File: src/sv/ctp_pkg.sv
`timescale 1ns / 1ps
`default_nettype none
// ----------------------------------------------------------------------------
// ctp_pkg
// Types, codes and constants shared by the chain topology table modules.
// ----------------------------------------------------------------------------
package ctp_pkg;

  localparam int SLOTS = 16;
  localparam int IDX_W = $clog2(SLOTS);
  localparam int CNT_W = IDX_W + 1;
  localparam int ADDR_W = 8;

  localparam logic [ADDR_W-1:0] MAX_ADDRESS   = 8'd15;
  localparam logic [ADDR_W-1:0] EMPTY_ADDRESS = 8'hFF;
  localparam logic [CNT_W-1:0]  FULL_COUNT    = CNT_W'(SLOTS);

  localparam logic [1:0] CMD_APPEND = 2'd0;
  localparam logic [1:0] CMD_REMOVE = 2'd1;
  localparam logic [1:0] CMD_READ   = 2'd2;

  localparam logic [1:0] STATUS_OK        = 2'd0;
  localparam logic [1:0] STATUS_INVALID   = 2'd1;
  localparam logic [1:0] STATUS_DUPLICATE = 2'd2;

  typedef struct packed {
    logic [1:0]        cmd;
    logic [ADDR_W-1:0] module_address;
    logic              same_orientation;
    logic [IDX_W-1:0]  read_index;
  } item_t;

  typedef struct packed {
    logic [1:0]        status;
    logic [CNT_W-1:0]  module_total;
    logic [CNT_W-1:0]  pitch_total;
    logic [ADDR_W-1:0] entry_address;
    logic              entry_pitch;
  } result_t;

  // controller to datapath
  typedef struct packed {
    logic       load;
    logic       idx_zero;
    logic       idx_tail;
    logic       idx_read;
    logic       idx_inc;
    logic       idx_dec;
    logic       append;
    logic       clear;
    logic       set_status;
    logic [1:0] status_val;
    logic       reply;
  } ctp_ctrl_t;

  // datapath to controller
  typedef struct packed {
    logic [1:0] cmd;
    logic       reject;
    logic       single;
    logic       match;
    logic       idx_last;
    logic       idx_one;
  } ctp_stat_t;

endpackage
`default_nettype wire

File: src/sv/chain_topology_table.sv
`timescale 1ns / 1ps
`default_nettype none
// ----------------------------------------------------------------------------
// chain_topology_table
// Ordered table of chained modules with append, tail removal and read.
// ----------------------------------------------------------------------------
// read, rejected append, unused command and single-entry remove: decode state, then reply
// append: decode, a duplicate scan of one entry per cycle, then append and reply
// remove: decode, then a walk from the tail clearing entries, then reply
// one item at a time; busy stays high until the result strobe cycle
// the result is shown for one cycle and cannot be held off by the receiver
// reset: async active low, table back to master only, counts 1 and 0
module chain_topology_table import ctp_pkg::*; (
  input  wire logic  clk_i,
  input  wire logic  rst_ni,
  input  wire logic  start,
  input  wire item_t item_i,
  output logic       busy,
  output logic       result_valid_o,
  output result_t    result_o
);

  ctp_ctrl_t ctrl;
  ctp_stat_t stat;

  ctp_controller u_ctrl (
    .clk_i  (clk_i),
    .rst_ni (rst_ni),
    .start  (start),
    .stat_i (stat),
    .busy   (busy),
    .ctrl_o (ctrl)
  );

  ctp_datapath u_dp (
    .clk_i          (clk_i),
    .rst_ni         (rst_ni),
    .item_i         (item_i),
    .ctrl_i         (ctrl),
    .stat_o         (stat),
    .result_valid_o (result_valid_o),
    .result_o       (result_o)
  );

endmodule
`default_nettype wire

File: src/sv/ctp_datapath.sv
`timescale 1ns / 1ps
`default_nettype none
// ----------------------------------------------------------------------------
// ctp_datapath
// Slot table, counts, walk index and result register.
// ----------------------------------------------------------------------------
module ctp_datapath import ctp_pkg::*; (
  input  wire logic      clk_i,
  input  wire logic      rst_ni,
  input  wire item_t     item_i,
  input  wire ctp_ctrl_t ctrl_i,
  output ctp_stat_t      stat_o,
  output logic           result_valid_o,
  output result_t        result_o
);

  item_t             item_q;
  logic [ADDR_W-1:0] slot_addr_q [SLOTS];
  logic              slot_pitch_q [SLOTS];
  logic [CNT_W-1:0]  count_q, count_d;
  logic [CNT_W-1:0]  pcount_q, pcount_d;
  logic [IDX_W-1:0]  idx_q, idx_d;
  logic [1:0]        status_q, status_d;
  logic              res_valid_q;
  result_t           res_q, res_d;

  logic [ADDR_W-1:0] rd_addr;
  logic              rd_pitch;
  logic              new_pitch;
  logic [CNT_W-1:0]  tail;
  logic [IDX_W-1:0]  wr_idx;

  // single read port at the walk index
  assign rd_addr   = slot_addr_q[idx_q];
  assign rd_pitch  = slot_pitch_q[idx_q];
  assign tail      = count_q - CNT_W'(1);
  assign wr_idx    = count_q[IDX_W-1:0];
  assign new_pitch = item_q.same_orientation ? rd_pitch : ~rd_pitch;

  assign stat_o.cmd      = item_q.cmd;
  assign stat_o.reject   = (item_q.module_address == '0)
                        || (item_q.module_address > MAX_ADDRESS)
                        || (count_q == FULL_COUNT);
  assign stat_o.single   = (count_q == CNT_W'(1));
  assign stat_o.match    = (rd_addr == item_q.module_address);
  assign stat_o.idx_last = ({1'b0, idx_q} == tail);
  assign stat_o.idx_one  = (idx_q == IDX_W'(1));

  always_comb begin
    idx_d = idx_q;
    priority if (ctrl_i.idx_zero) begin
      idx_d = '0;
    end else if (ctrl_i.idx_tail) begin
      idx_d = tail[IDX_W-1:0];
    end else if (ctrl_i.idx_read) begin
      idx_d = item_q.read_index;
    end else if (ctrl_i.idx_inc) begin
      idx_d = idx_q + IDX_W'(1);
    end else if (ctrl_i.idx_dec) begin
      idx_d = idx_q - IDX_W'(1);
    end
  end

  always_comb begin
    count_d  = count_q;
    pcount_d = pcount_q;
    if (ctrl_i.append) begin
      count_d  = count_q + CNT_W'(1);
      pcount_d = pcount_q + CNT_W'(new_pitch);
    end else if (ctrl_i.clear) begin
      count_d  = {1'b0, idx_q};
      pcount_d = pcount_q - CNT_W'(rd_pitch);
    end
  end

  always_comb begin
    status_d = status_q;
    if (ctrl_i.load) begin
      status_d = STATUS_OK;
    end else if (ctrl_i.set_status) begin
      status_d = ctrl_i.status_val;
    end
  end

  always_comb begin
    res_d               = '0;
    res_d.status        = status_q;
    res_d.module_total  = count_q;
    res_d.pitch_total   = pcount_q;
    if (item_q.cmd == CMD_READ) begin
      res_d.entry_address = rd_addr;
      res_d.entry_pitch   = rd_pitch;
    end
  end

  always_ff @(posedge clk_i or negedge rst_ni) begin
    if (!rst_ni) begin
      for (int i = 0; i < SLOTS; i++) begin
        slot_addr_q[i]  <= (i == 0) ? '0 : EMPTY_ADDRESS;
        slot_pitch_q[i] <= (i != 0);
      end
      count_q     <= CNT_W'(1);
      pcount_q    <= '0;
      idx_q       <= '0;
      status_q    <= STATUS_OK;
      res_valid_q <= 1'b0;
    end else begin
      if (ctrl_i.append) begin
        slot_addr_q[wr_idx]  <= item_q.module_address;
        slot_pitch_q[wr_idx] <= new_pitch;
      end else if (ctrl_i.clear) begin
        slot_addr_q[idx_q]  <= EMPTY_ADDRESS;
        slot_pitch_q[idx_q] <= 1'b1;
      end
      count_q     <= count_d;
      pcount_q    <= pcount_d;
      idx_q       <= idx_d;
      status_q    <= status_d;
      res_valid_q <= ctrl_i.reply;
    end
  end

  always_ff @(posedge clk_i) begin
    if (ctrl_i.load) begin
      item_q <= item_i;
    end
    if (ctrl_i.reply) begin
      res_q <= res_d;
    end
  end

  assign result_valid_o = res_valid_q;
  assign result_o       = res_q;

  a_count_range: assert property (@(posedge clk_i) disable iff (!rst_ni)
    (count_q >= CNT_W'(1)) && (count_q <= FULL_COUNT))
    else $error("module count out of range");

  a_pitch_le_count: assert property (@(posedge clk_i) disable iff (!rst_ni)
    pcount_q < count_q)
    else $error("pitch count not below module count");

  a_master_kept: assert property (@(posedge clk_i) disable iff (!rst_ni)
    (slot_addr_q[0] == '0) && !slot_pitch_q[0])
    else $error("master entry changed");

  a_no_write_clash: assert property (@(posedge clk_i) disable iff (!rst_ni)
    !(ctrl_i.append && ctrl_i.clear))
    else $error("append and clear in one cycle");

  a_clear_not_master: assert property (@(posedge clk_i) disable iff (!rst_ni)
    ctrl_i.clear |-> (idx_q != '0))
    else $error("clear aimed at master entry");

endmodule
`default_nettype wire

File: src/sv/ctp_controller.sv
`timescale 1ns / 1ps
`default_nettype none
// ----------------------------------------------------------------------------
// ctp_controller
// Sequences append scans, tail removal walks, reads and replies.
// ----------------------------------------------------------------------------
module ctp_controller import ctp_pkg::*; (
  input  wire logic      clk_i,
  input  wire logic      rst_ni,
  input  wire logic      start,
  input  wire ctp_stat_t stat_i,
  output logic           busy,
  output ctp_ctrl_t      ctrl_o
);

  localparam logic [2:0] S_IDLE   = 3'd0;
  localparam logic [2:0] S_DECODE = 3'd1;
  localparam logic [2:0] S_SCAN   = 3'd2;
  localparam logic [2:0] S_APPEND = 3'd3;
  localparam logic [2:0] S_REMOVE = 3'd4;
  localparam logic [2:0] S_REPLY  = 3'd5;

  logic [2:0] state_q, state_d;

  assign busy = (state_q != S_IDLE);

  always_comb begin
    state_d = state_q;
    ctrl_o  = '0;
    unique case (state_q)
      S_IDLE: begin
        if (start) begin
          ctrl_o.load = 1'b1;
          state_d     = S_DECODE;
        end
      end
      S_DECODE: begin
        unique case (stat_i.cmd)
          CMD_APPEND: begin
            if (stat_i.reject) begin
              ctrl_o.set_status = 1'b1;
              ctrl_o.status_val = STATUS_INVALID;
              state_d           = S_REPLY;
            end else begin
              ctrl_o.idx_zero = 1'b1;
              state_d         = S_SCAN;
            end
          end
          CMD_REMOVE: begin
            if (stat_i.single) begin
              state_d = S_REPLY;
            end else begin
              ctrl_o.idx_tail = 1'b1;
              state_d         = S_REMOVE;
            end
          end
          CMD_READ: begin
            ctrl_o.idx_read = 1'b1;
            state_d         = S_REPLY;
          end
          default: begin
            state_d = S_REPLY;
          end
        endcase
      end
      S_SCAN: begin
        if (stat_i.match) begin
          ctrl_o.set_status = 1'b1;
          ctrl_o.status_val = STATUS_DUPLICATE;
          state_d           = S_REPLY;
        end else if (stat_i.idx_last) begin
          state_d = S_APPEND;
        end else begin
          ctrl_o.idx_inc = 1'b1;
        end
      end
      S_APPEND: begin
        ctrl_o.append = 1'b1;
        state_d       = S_REPLY;
      end
      S_REMOVE: begin
        if (stat_i.match) begin
          state_d = S_REPLY;
        end else begin
          ctrl_o.clear = 1'b1;
          if (stat_i.idx_one) begin
            state_d = S_REPLY;
          end else begin
            ctrl_o.idx_dec = 1'b1;
          end
        end
      end
      S_REPLY: begin
        ctrl_o.reply = 1'b1;
        state_d      = S_IDLE;
      end
      default: begin
        state_d = S_IDLE;
      end
    endcase
  end

  always_ff @(posedge clk_i or negedge rst_ni) begin
    if (!rst_ni) begin
      state_q <= S_IDLE;
    end else begin
      state_q <= state_d;
    end
  end

  a_load_only_idle: assert property (@(posedge clk_i) disable iff (!rst_ni)
    ctrl_o.load |-> (state_q == S_IDLE))
    else $error("item loaded while busy");

  a_reply_then_idle: assert property (@(posedge clk_i) disable iff (!rst_ni)
    ctrl_o.reply |=> !busy)
    else $error("still busy after reply");

  a_accept_goes_busy: assert property (@(posedge clk_i) disable iff (!rst_ni)
    (start && !busy) |=> (state_q == S_DECODE))
    else $error("accepted item not decoded");

endmodule
`default_nettype wire

File: config.mk
export PLATFORM = sky130hd
export DESIGN_NAME = chain_topology_table
export DESIGN_NICKNAME = d
export VERILOG_FILES = /design/src/sv/ctp_pkg.sv /design/src/sv/chain_topology_table.sv /design/src/sv/ctp_datapath.sv /design/src/sv/ctp_controller.sv
export SDC_FILE = /design/constraint.sdc
export NUM_CORES = 1
export LEC_CHECK = 0
export BUFFER_PORTS_ARGS = -buffer_cell sky130_fd_sc_hd__clkbuf_2
export CAP_MARGIN = 15
export CORE_MARGIN = 2
export CORE_UTILIZATION = 50
export CTS_BUF_LIST = sky130_fd_sc_hd__clkbuf_4 sky130_fd_sc_hd__clkbuf_8
export DETAILED_ROUTE_END_ITERATION = 10
export HOLD_SLACK_MARGIN = 0.1
export PLACE_DENSITY = 0.65
export SLEW_MARGIN = 20
export SYNTH_ARGS = -nofsm -noshare
export SYNTH_HDL_FRONTEND = slang
export SYNTH_HIERARCHICAL = 1
export SYNTH_SLANG_ARGS = --single-unit
File: constraint.sdc
create_clock -name clk_i -period 4.55 [get_ports clk_i]
set_input_delay 0.455 -clock clk_i [delete_from_list [all_inputs] [get_ports clk_i]]
set_output_delay 0.455 -clock clk_i [all_outputs]
set_load 0.02 [all_outputs]
==> results.txt, run 1 <==
- The flow ran to the end, and the final reports show no timing, DRC or antenna violations.
* Share of the cycle needed by the critical path after routing: 91.9%
* Int Pwr: between 5 and 6 mW
* Largest stage delay on the critical path: about 0.7 ns
* Final total negative setup slack: 0 ns
- Sequential share of the synthesized area: 56.1%
* Mux share of post-synthesis cell area: 11.1%
- Final Wtd Congestion: between 0.8 and 0.9
- In the synthesized netlist the async set-or-reset flop fraction comes to around 82%.
* Core Rows: 50
* Final worst clock skew: 0.0162 ns
- The total overflow left after global routing is 0.
- Hold path cells: 1
- Buffers from clock root to sink, at most: 2
- Counting both buffers and inverters, the worst setup path holds a total of 3.
- The count of final hold-check violations was 0.
* EDFF count, synth: 36
- Type of the setup path with the least slack: reg2reg
- For this design, the sink count on the clock tree is 200.
* YS warnings: 6
* Leakage power total: ~4.1 nW
* Mean post-synth cell area: around 13 sq um
- Critical path depth: 14
* Netlist Area Pre-Place: about 9500 sq um
* Largest family of logic cells by synthesized area: compound AO/OA/AOI/OAI gates
* Final setup violation count: 0
- Total power per unit cell area: approximately 810 nW/um^2
- Total vias in the final route: ~6.7k
- Global-route usage over all layers: around 26%
- TritonCTS built the clock tree.
* Commonest non-fill, non-tap cell in the layout: sky130_fd_sc_hd__dfstp_2
* Die width: approximately 140 um
- CTS built an H-tree with a depth of 4.
* Worst endpoint required time: just under 5 ns
- For the worst-skew pair, the clock arrives at the later sink with an insertion delay of ~0.48 ns.
- #FFs+latches synth: 200
- Cell breakdown of the critical path: buf_4, mux4_2, mux2i_1, xnor2_1, nor3_1, nand4_1, a21oi_1, buf_4, or4_4, inv_1, or4_1, nor2_1, nor2_1, a22o_1
* DR DRC count: 0
- The count of buffers added on input and output ports is 40.
- Highest achievable clock rate: approximately 240 MHz
- Xor/xnor cell area share of the yosys netlist: about 2.2%
* Wire length of the first global-routing pass: approximately 39000 um
* Unrepaired setup endpoints after global routing: false
- Worst setup slack after layout: ~0.37 ns
- Worst slack at placement: just under 0.4 ns
- In this run, the combinational gates consume between 40% and 50% of the power.
- Registers are responsible for 44.2% of the overall power.
* R2R cell count: 14
* Detailed-route wire length per cell: about 24 um
- The slowest stage of the critical path is the sky130_fd_sc_hd__dfrtp_2 cell.
- In this run the post-CTS setup repair buffer count came out at 0.
- Drt first pass iters: 7
- Final ANT Viol Nets: 0
* Vias per inst: 6.43
- At the worst endpoint, the arrival time is ~4.5 ns.
* Vias in the first global route: 6802
* Detailed router's first-iteration violation count: slightly above 600
- After clock tree synthesis, the clock-pin slew on the worst setup and hold paths is between 0.1 and 0.15 ns.
- The number of nets in the synthesized netlist is just under 800.
- Cell family with most CP delay: simple AND/OR/NAND/NOR gates
- At the pin with the least slew margin, the transition time is around 1.1 ns.
* Initial antenna violation count: 1
- Hold Path Class: in2reg
- Filler cell count in the final layout: 1526
- Die Height: between 100 and 150 um
* Multi-input gate area in the final layout: 3840 sq um
- Number of buffers inserted during clock tree synthesis: 17
- From synthesis to final layout, the design area changed by 10.0%.
- Post-synthesis adder-cell area fraction: 1.78%
- Synthesis handed over a netlist of about 740 instances.
* Final net count: 820
* Detailed Place HPWL: 17000 um
* Post-synthesis compound-gate area fraction: approximately 17%
- Entering global routing, the biggest net connects 94 pins.
- The core region is 18700 sq um.
- Worst vdd rail ir drop: approximately 0.00026 V
* DRT Wirelength: between 20000 and 30000 um
- Summing all flip-flop and latch instances after layout gives approximately 5400 sq um.
- Synthesized-area fraction occupied by and/or/nand/nor cells: under 10%
- CP Launch Type: register
- Most frequent cells in the layout: sky130_fd_sc_hd__dfstp_2, sky130_fd_sc_hd__o22a_1, sky130_fd_sc_hd__nor2_1, sky130_fd_sc_hd__clkbuf_2, sky130_fd_sc_hd__edfxtp_1
- In this run, the clock network consumes about 14% of the power.
* Max cap viols: 0
- Total Die Area: ~20000 sq um
- The number of max-slew violations in the final report is 0.
- Of the cells placed in the final design, the portion with a size suffix greater than 1 is between 30% and 40%.
- Subtracting the final worst setup slack from the clock period gives between 4 and 5 ns.
- For this configuration, the core starts out at a cell density of about half.
* Number of I/O pins: approximately 40
- Share of total power consumed by net switching: a little under two fifths
- Of all nets on the critical path, the largest fanout is 19.
- Clock root buffer master: sky130_fd_sc_hd__clkbuf_8
- Count of cell types in the netlist: 58
- In this run the power spent charging and discharging nets is about 3.2 mW.
- Most used flip-flop cell after synthesis: sky130_fd_sc_hd__dfstp_2
* Category of the worst setup path capture point: register
- In this run the tightest slew margin relative to its limit is 27.9%.
metrics by stage:
stage | hold slack [ns] | cells | utilization [%] | instance area [sq um] | power (mW)
floorplan | 0.159 | 744 | - | 9540 | 6.19
global placement | 0.437 | 1003 | 53.8 | 10100 | 7.17
detailed placement | 0.449 | 1003 | 53.8 | 10100 | 7.29
CTS | 0.117 | 1036 | 56.1 | 10500 | 8.49
global route | 0.116 | 1036 | 56.1 | 10500 | 8.98
finish | 0.145 | 1037 | 56.1 | 10500 | 8.51
synth_stat cells, types with 12 or more instances:
cell type,count,area [sq um]
sky130_fd_sc_hd__ha_1,12,150
sky130_fd_sc_hd__nand2_1,26,97.6
sky130_fd_sc_hd__o21ai_1,16,80.1
sky130_fd_sc_hd__mux4_2,20,450
sky130_fd_sc_hd__nor2_1,46,173
sky130_fd_sc_hd__a21oi_1,27,135
sky130_fd_sc_hd__mux2i_1,33,330
sky130_fd_sc_hd__clkbuf_1,26,97.6
sky130_fd_sc_hd__edfxtp_1,36,1080
sky130_fd_sc_hd__nand3_1,15,75.1
sky130_fd_sc_hd__inv_1,24,90.1
sky130_fd_sc_hd__dfrtp_1,28,701
sky130_fd_sc_hd__o22a_1,128,1120
sky130_fd_sc_hd__xnor2_1,15,131
sky130_fd_sc_hd__mux2_2,14,158
sky130_fd_sc_hd__dfstp_2,136,3570
final timing paths:
path / startpoint / end / slack (ns)
hold / removal: item_i[13] / u_dp/stat_o[5]$_DFFE_PP_ / 0.15
setup reg to reg: u_dp/idx_q[0]$_DFFE_PN0P_ / u_dp/idx_q[2]$_DFFE_PN0P_ / 0.37
max in group asynchronous: rst_ni / u_dp/slot_addr_q[107]$_DFFE_PN1P_ / 2.85
setup / recovery: u_dp/idx_q[0]$_DFFE_PN0P_ / u_dp/idx_q[2]$_DFFE_PN0P_ / 0.37
hold reg to reg: u_dp/status_q[0]$_DFFE_PN0P_ / u_dp/result_o[19]$_DFFE_PP_ / 0.47
min in group asynchronous: rst_ni / u_dp/pcount_q[1]$_DFFE_PN0P_ / 0.62
metal layers:
metal | vias up | part of all wire [%] | routed length [um] | GRT usage (%)
met5 | - | 0 | 0 | 0
met4 | 0 | 3.2 | 804 | 10.6
met3 | 58 | 7.4 | 1860 | 6.16
met2 | 295 | 48 | 12100 | 41.5
met1 | 3412 | 42 | 10500 | 33.7
li1 | 2902 | - | - | -
power by group through the flow:
stage	clock network, mW	logic [mW]	registers [mW]
floorplan	0	2.70	3.49
global placement	0	3.43	3.74
global route	1.28	3.84	3.85
finish	1.19	3.57	3.76
detailed placement	0	3.52	3.77
CTS	1.22	3.54	3.73
worst reg2reg max path, delay by kind of cell (launching register included):
family,cells,cell delay [ns]
xor gates and xnor gates,1,0.10
muxes,2,0.77
DFF,1,0.68
buffers and inverters,3,0.68
AOI/OAI and AO/OA,2,0.43
and+or+nand+nor,6,1.41
state kept, by name, summed over array words and instances (netlist names):
| signal | count |
|---|---|
| u_dp/stat_o | 2 |
| u_dp/pcount_q | 5 |
| u_dp/idx_q | 4 |
| u_dp/count_q | 5 |
| u_dp/item_q | 13 |
| u_ctrl/state_q | 3 |
| u_dp/status_q | 2 |
| u_dp/slot_addr_q | 128 |
| u_dp/result_o | 21 |
| u_dp/result_valid_o | 1 |
| u_dp/slot_pitch_q | 16 |
cells by family (layout without fill, tap and decap cells):
kind of cell,after synthesis,in the layout
other,0,1
DFF,200,200
muxes,72,72
and+or+nand+nor,142,142
adders and majority gates,13,13
xor gates and xnor gates,23,23
AOI/OAI and AO/OA,219,219
buffers and inverters,75,133
area by class of cell:
cell class              instances  share of cell area [%]
well taps                     234                    2.79
clock inverters                13                    1.45
diodes                          1                  0.0239
flip-flops and latches        200                    51.1
clock buffers                  19                    2.49
multi-input cells             469                    36.6
repair buffers                 75                    4.62
inverters                      26                   0.930
timing repair:
item                                    4_1_cts  5_1_grt
endpoints found under the setup margin        0        1
resized for setup                             0        1
hold buffers                                  1        0
hold endpoints to repair                     18        0
(Power assumes the default switching activity.)
==> run 2: changes to the inputs <==
RECOVER_POWER = 50   (was default)
==> results.txt, run 2 (synthesized netlist as in run 1, its figures left out) <==
* Share of cells above drive strength 1: between 30% and 40%
- The die is approximately 140 um tall.
* Global route total overflow: 0
- Relative slew slack: -56.2%
* Number of buffers inserted during clock tree synthesis: 17
- Setup violations remaining at the end of the flow were counted as 0.
* Maximum fanout encountered on the critical timing path: 19
* Highest achievable clock rate: 238 MHz
* Die width: between 100 and 150 um
- Leakage power total: 4.04 nW
* Layout overhead on the synthesized area: 9.54%
- VDD sags by at most about 0.00027 V.
- Vias in the first global route: between 6k and 7k
- The register with the most flip-flops in the layout has approximately 130 of them.
- Run status: complete, but fails checks
- Commonest non-fill, non-tap cell in the layout: sky130_fd_sc_hd__dfstp_2
- After the last flow step, the layout net total stands at slightly above 800.
* Biggest register: u_dp/slot_addr_q
- Total power per unit cell area: between 800 and 900 nW/um^2
- The worst setup path is captured at a register.
- Detailed router's first-iteration violation count: 626
- Final worst clock skew: around 0.019 ns
- Global routing used between 20% and 30% of the available tracks across all layers.
* Worst endpoint required time: around 4.9 ns
- The first global-routing pass estimated ~40000 um of wire.
- Clock latency of the later-clocked register in the worst-skew pair: 0.47 ns
- The region available for standard cell placement spans 18700 sq um.
- Number of clock sinks: 200
- The pre-antenna-repair detailed-routing pass consisted of 7 iterations.
- The number of max-slew violations in the final report is around 130.
* Final Wtd Congestion: ~0.85
- After clock tree synthesis, the clock-pin slew on the worst setup and hold paths is between 0.1 and 0.15 ns.
- Total vias in the final route: approximately 6.7k
* Final hold violation count: 0
- Post-Place Cells: around 1k
- Detailed-route wire length per cell: ~24 um
- Hold Path Class: in2reg
- At the worst endpoint, the arrival time is between 4 and 5 ns.
- Clock tree synthesis selected as its root buffer the cell sky130_fd_sc_hd__clkbuf_8.
- STA classifies the critical path startpoint as a register.
* DR DRC count: 0
- Clock tree from TritonCTS: yes
- For this configuration, the core starts out at a cell density of between 50% and 60%.
- The die covers around 20000 sq um.
- Min cycle time layout: between 4 and 5 ns
- Max-cap violations in this run came to 2.
- Port buffering added 40 buffers.
* Pin count of the biggest net entering global routing: 94
* Depth of the CTS H-tree: 4
* Share of the cycle needed by the critical path after routing: between 90 and 100%
- Vias per inst: 6.47
- Core Rows: 50
- The detail route stage leaves a number of antenna-violating nets equal to 0.
- DRT Wirelength: about 25000 um
* Slew of the pin with the lowest slew margin: between 2 and 2.5 ns
- Most frequent cells in the layout: sky130_fd_sc_hd__dfstp_2, sky130_fd_sc_hd__o22a_1, sky130_fd_sc_hd__nor2_1, sky130_fd_sc_hd__edfxtp_1, sky130_fd_sc_hd__mux2i_1
* Buffers from clock root to sink, at most: 2
- Failing checks: max-capacitance violations, max-slew violations
- Filler cell count in the final layout: 1549
- Detailed Place HPWL: 17000 um
- Number of I/O pins: 41
- The initial antenna violation count is 1.
- Type of the setup path with the least slack: reg2reg
* Number of standard cells in the final layout excluding fillers: between 1k and 1.5k
- Setup repair after global routing left no endpoint under its margin.
- Final total negative setup slack: 0 ns
run 2: changes by cell type in the layout (fill, tap and decap cells not counted), sizes merged:
cell	before	now
buf	35	31
clkbuf	58	62
run 2: worst max-delay path: stages, from the launching register on:
cell and delay (ns):
sky130_fd_sc_hd__dfrtp_2 0.69, sky130_fd_sc_hd__buf_4 0.40, sky130_fd_sc_hd__mux4_2 0.55, sky130_fd_sc_hd__mux2i_1 0.22, sky130_fd_sc_hd__xnor2_1 0.10, sky130_fd_sc_hd__nor3_1 0.23, sky130_fd_sc_hd__nand4_1 0.11, sky130_fd_sc_hd__a21oi_1 0.21
sky130_fd_sc_hd__buf_4 0.20, sky130_fd_sc_hd__or4_4 0.14, sky130_fd_sc_hd__inv_1 0.09, sky130_fd_sc_hd__or4_1 0.53, sky130_fd_sc_hd__nor2_1 0.26, sky130_fd_sc_hd__nor2_1 0.13, sky130_fd_sc_hd__a22o_1 0.23
run 2: repair_timing:
item	in CTS	in global routing
gates resized for setup	0	1
hold buffers	1	0
endpoints found under the hold margin	18	0
buffers inserted	0	0
endpoints found under the setup margin	0	1
run 2: final timing paths:
check / start / to / slack (ns) / cells after the start
setup / recovery: u_dp/idx_q[0]$_DFFE_PN0P_ / u_dp/idx_q[2]$_DFFE_PN0P_ / 0.34 / 14
hold / removal: item_i[13] / u_dp/stat_o[5]$_DFFE_PP_ / 0.15 / 1
setup reg to reg: u_dp/idx_q[0]$_DFFE_PN0P_ / u_dp/idx_q[2]$_DFFE_PN0P_ / 0.34 / 14
hold reg to reg: u_dp/status_q[0]$_DFFE_PN0P_ / u_dp/result_o[19]$_DFFE_PP_ / 0.47 / 0
max in group asynchronous: rst_ni / u_dp/slot_addr_q[37]$_DFFE_PN1P_ / 1.11 / 3
min in group asynchronous: rst_ni / u_dp/pcount_q[1]$_DFFE_PN0P_ / 1.21 / 2
run 2: metal layers:
layer / vias up / track usage (%) / part of all wire, % / wire [um]
met3: 61 / 6.16 / 7.5 / 1890
met2: 333 / 41.5 / 48 / 12000
met1: 3409 / 33.7 / 42 / 10500
li1: 2905 / - / - / -
met5: - / 0 / 0 / 0
met4: 0 / 10.6 / 3.4 / 859
run 2: report_power, final:
part	internal, mW	switching [mW]
Sequential	3.09	0.672
Combinational	1.67	1.88
Clock	0.536	0.648
run 2: through the flow:
step                util (%)  instance area, sq um  setup WS [ns]  hold slack, ns  power, mW
floorplan                  -                  9540           1.02           0.159       6.19
global placement        53.8                 10100          0.426           0.437       7.17
detailed placement      53.8                 10100          0.389           0.449       7.29
CTS                     56.1                 10500          0.342           0.117       8.49
global route            55.8                 10400        0.00751           0.116       8.95
finish                  55.9                 10400          0.345           0.145       8.49
run 2: area by class of cell:
cell class / count / area [sq um] / area share, %
inverter: 26 / 97.6 / 0.934
clock inverter: 13 / 153 / 1.46
antenna: 1 / 2.50 / 0.0240
multi-input combinational: 469 / 3840 / 36.8
sequential: 200 / 5360 / 51.3
clock buffer: 19 / 262 / 2.50
timing repair buffer: 75 / 440 / 4.22
tap: 234 / 293 / 2.80
==> run 3: changes to the inputs <==
ABC_AREA = 1   (was default)
==> results.txt, run 3 <==
* Max cap viols: 2
- Unrepaired setup endpoints after global routing: false
* Pin count of the biggest net entering global routing: 87
* Leakage power total: 5.36 nW
- A synthesized cell averages about 8 sq um.
- Post-route cell area: approximately 11000 sq um
* YS warnings: 6
* Commonest non-fill, non-tap cell in the layout: sky130_fd_sc_hd__nand2_1
* CTS resizes: 0
- Cell type with the highest aggregate area in the netlist: sky130_fd_sc_hd__dfstp_2
- Input and output buffers added on the ports amount to 40.
* Sequential cell area: between 5000 and 6000 sq um
* Hold Path Class: in2reg
* CP Launch Type: register
- In this run the horizontal extent of the chip is about 150 um.
- CTS clock-pin slew for the worst setup and hold paths: 0.12 ns
* Min cycle time layout: roughly 3.8 ns
- Arrival time at the worst endpoint: between 4 and 5 ns
- Clock root buffer master: sky130_fd_sc_hd__clkbuf_8
- #FFs+latches synth: 200
- Depth of the CTS H-tree: 4
- Count of cell types in the netlist: 39
* Global route total overflow: 0
- Diode count: 0
- In this run the cell area of the synthesized design comes to 10700 sq um.
- Most numerous cell in the Yosys netlist: sky130_fd_sc_hd__nand2_1
- Sequential cells were found to cover 50.2% of the synthesized design area.
* Detailed Place HPWL: 18800 um
- Floorplan Core Area: between 20000 and 25000 sq um
* Layout overhead on the synthesized area: 7.13%
- Relative slew slack: -51.3%
- Run status: complete, but fails checks
* Drt first pass iters: 6
- The tree built by TritonCTS fans out to 200 sinks.
* Initial antenna violation count: 0
- Share of cells above drive strength 1: 18.6%
* Number of buffers inserted during clock tree synthesis: 17
* Detailed-route wire length per cell: 17.0 um
- For this run, design rule violations remaining after detail routing come to 0.
* FFs w/ async S/R, synth: between 80% and 90%
- Summing all multi-input logic gate instances after layout gives roughly 4200 sq um.
- Using the TritonRoute via totals, the vias-per-cell ratio works out to 5.34.
- In this design, the stage delay of the slowest critical-path cell is roughly 0.63 ns.
- For the pin with the worst max-slew slack, the measured transition is about 2.3 ns.
- Total Die Area: ~23000 sq um
- At the end of routability-driven placement, the weighted congestion stood at between 0.8 and 0.9.
- Final hold violation count: 0
- Max reg flops: around 130
- The worst-case IR drop observed on VDD is around 0.0003 V.
- Cell family with most CP delay: simple AND/OR/NAND/NOR gates
- At the later pin of the worst-skew pair, clock insertion delay measures 0.48 ns.
- Wires add up to between 20000 and 30000 um.
- Final ANT Viol Nets: 0
* Core Rows: 53
- Biggest register: u_dp/slot_addr_q
* Starting density of the core: around half
- The critical path is of the reg2reg type.
* Clock tree from TritonCTS: yes
* Cell breakdown of the critical path: inv_4, nand2_1, nand3_1, nand2_1, nand2_1, nand2_1, nor2_1, nand2_1, nand2_1, nor2_1, nand2_1, nor2_1, buf_4, nor2_1, inv_1, nor2_4, o21ai_1, inv_1, nor3_1, a21oi_1
- Power spread over the standard cell area amounts to 756 nW/um^2.
- The number of buffers and inverters on the critical path is 4.
* Instance count of the mapped netlist: about 1.3k
* Synth area leaders: sky130_fd_sc_hd__dfstp_2, sky130_fd_sc_hd__edfxtp_1, sky130_fd_sc_hd__nand2_1
- Final setup violation count: 0
- Dpl cell area: around 11000 sq um
- Global routing used 25.7% of the available tracks across all layers.
- STA classifies the critical path endpoint as a register.
- Detailed router's first-iteration violation count: about 810
* Number of pins exceeding their max-slew limit in the final report: ~110
* Final standard cell utilization of the core: 54.6%
- The final reports fail on max-capacitance violations, max-slew violations.
- Post-synth top area share: between 30 and 40%
- The top cell types in the final layout, fill and taps aside, are sky130_fd_sc_hd__nand2_1, sky130_fd_sc_hd__inv_1, sky130_fd_sc_hd__nor2_1, sky130_fd_sc_hd__dfstp_2, sky130_fd_sc_hd__nor3_1.
- Total vias in the final route: slightly below 9k
- Total nets after synthesis: ~1.4k
* Final net count: 1385
- Slowest cell on the critical path: sky130_fd_sc_hd__dfrtp_4
- Most used flip-flop cell after synthesis: sky130_fd_sc_hd__dfstp_2
- In the final timing run, aggregate negative setup slack is 0 ns.
- For this run, the top clock speed supported by timing is roughly 260 MHz.
- By instance count, the cell type seen most on the critical path is sky130_fd_sc_hd__nand2_1.
- The clock passes through at most 2 buffers.
* Wire length of the first global-routing pass: 44500 um
* Final worst clock skew: between 0.015 and 0.02 ns
- Leading post-synthesis cells by instance count: sky130_fd_sc_hd__nand2_1, sky130_fd_sc_hd__inv_1, sky130_fd_sc_hd__nor2_1, sky130_fd_sc_hd__dfstp_2, sky130_fd_sc_hd__nor3_1
* Filler cell count in the final layout: 2042
* Maximum fanout encountered on the critical timing path: 56
- In the finished design, the share of the clock period the worst path needs comes to a little over four fifths.
* Worst endpoint required time: slightly below 5 ns
* Vias in the first global route: ~8.2k
- The synthesized design contains 36 enable-type register cells.
- Die Height: between 150 and 200 um
- During I/O placement, the number of pins put on the boundary was between 40 and 50.
run 3: changes by cell type in the layout (fill, tap and decap cells not counted), sizes merged, moves of 34 or more:
| cell | delta |
|---|---|
| nand2 | +262 |
| inv | +174 |
| o22a | -128 |
| nor2 | +122 |
| nor3 | +98 |
| a21oi | +78 |
| nand3 | +47 |
| a31oi | +39 |
| mux2i | -34 |
run 3: area by class of cell:
type	instances	share of cell area (%)
well taps	275	3.01
repair buffers	61	3.21
multi-input cells	867	36.6
clock buffers	17	2.05
clock inverters	15	1.42
inverters	207	6.82
flip-flops and latches	200	46.9
run 3: power by group:
| group | leakage [nW] | switching (mW) | internal (mW) | total, mW |
|---|---|---|---|---|
| combinational | 3.06 | 2.64 | 1.33 | 3.98 |
| clock | 0.205 | 0.702 | 0.458 | 1.16 |
| sequential | 2.09 | 0.468 | 3.03 | 3.50 |
| total | 5.36 | 3.81 | 4.83 | 8.64 |
run 3: logic make-up after synthesis:
group           count (synthesis)  share of synthesized area [%]
flops                         200                           50.2
xor+xnor                        9                          0.914
compound gates                215                           11.5
fa+ha+maj                      13                           1.59
buf+inv                       268                           10.6
simple gates                  630                           25.2
run 3: routing by layer:
layer / part of all wire (%) / wire, um / GRT usage [%] / vias up
li1: - / - / - / 4327
met1: 46 / 12900 / 36.8 / 4118
met2: 45 / 12600 / 39.7 / 276
met3: 5.8 / 1630 / 4.12 / 52
met4: 3.1 / 864 / 9.20 / 0
met5: 0 / 0 / 0 / -
run 3: timing repair:
item,4_1_cts,5_1_grt
endpoints found under the setup margin,0,0
hold buffers,1,0
buffers inserted,0,0
hold endpoints to repair,22,0
run 3: through the flow:
stage	std cells	hold WS (ns)	power [mW]	setup WS [ns]
floorplan	1335	0.159	6.42	1.80
global placement	1609	0.430	7.43	0.851
detailed placement	1609	0.435	7.50	0.806
CTS	1642	0.118	8.68	0.772
global route	1642	0.120	9.32	0.437
finish	1642	0.133	8.64	0.712
run 3: final timing paths:
check | from | depth (start not counted) | to | slack [ns]
worst max-delay path | u_dp/idx_q[0]$_DFFE_PN0P_ | 20 | u_dp/slot_addr_q[59]$_DFFE_PN1P_ | 0.71
worst min-delay path | item_i[8] | 1 | u_dp/item_q[8]$_DFFE_PP_ | 0.13
worst max register to register | u_dp/idx_q[0]$_DFFE_PN0P_ | 20 | u_dp/slot_addr_q[59]$_DFFE_PN1P_ | 0.71
worst min register to register | u_dp/status_q[1]$_DFFE_PN0P_ | 0 | u_dp/result_o[20]$_DFFE_PP_ | 0.46
max in group asynchronous | rst_ni | 2 | u_dp/idx_q[0]$_DFFE_PN0P_ | 1.75
min in group asynchronous | rst_ni | 2 | u_dp/slot_addr_q[124]$_DFFE_PN0P_ | 1.17
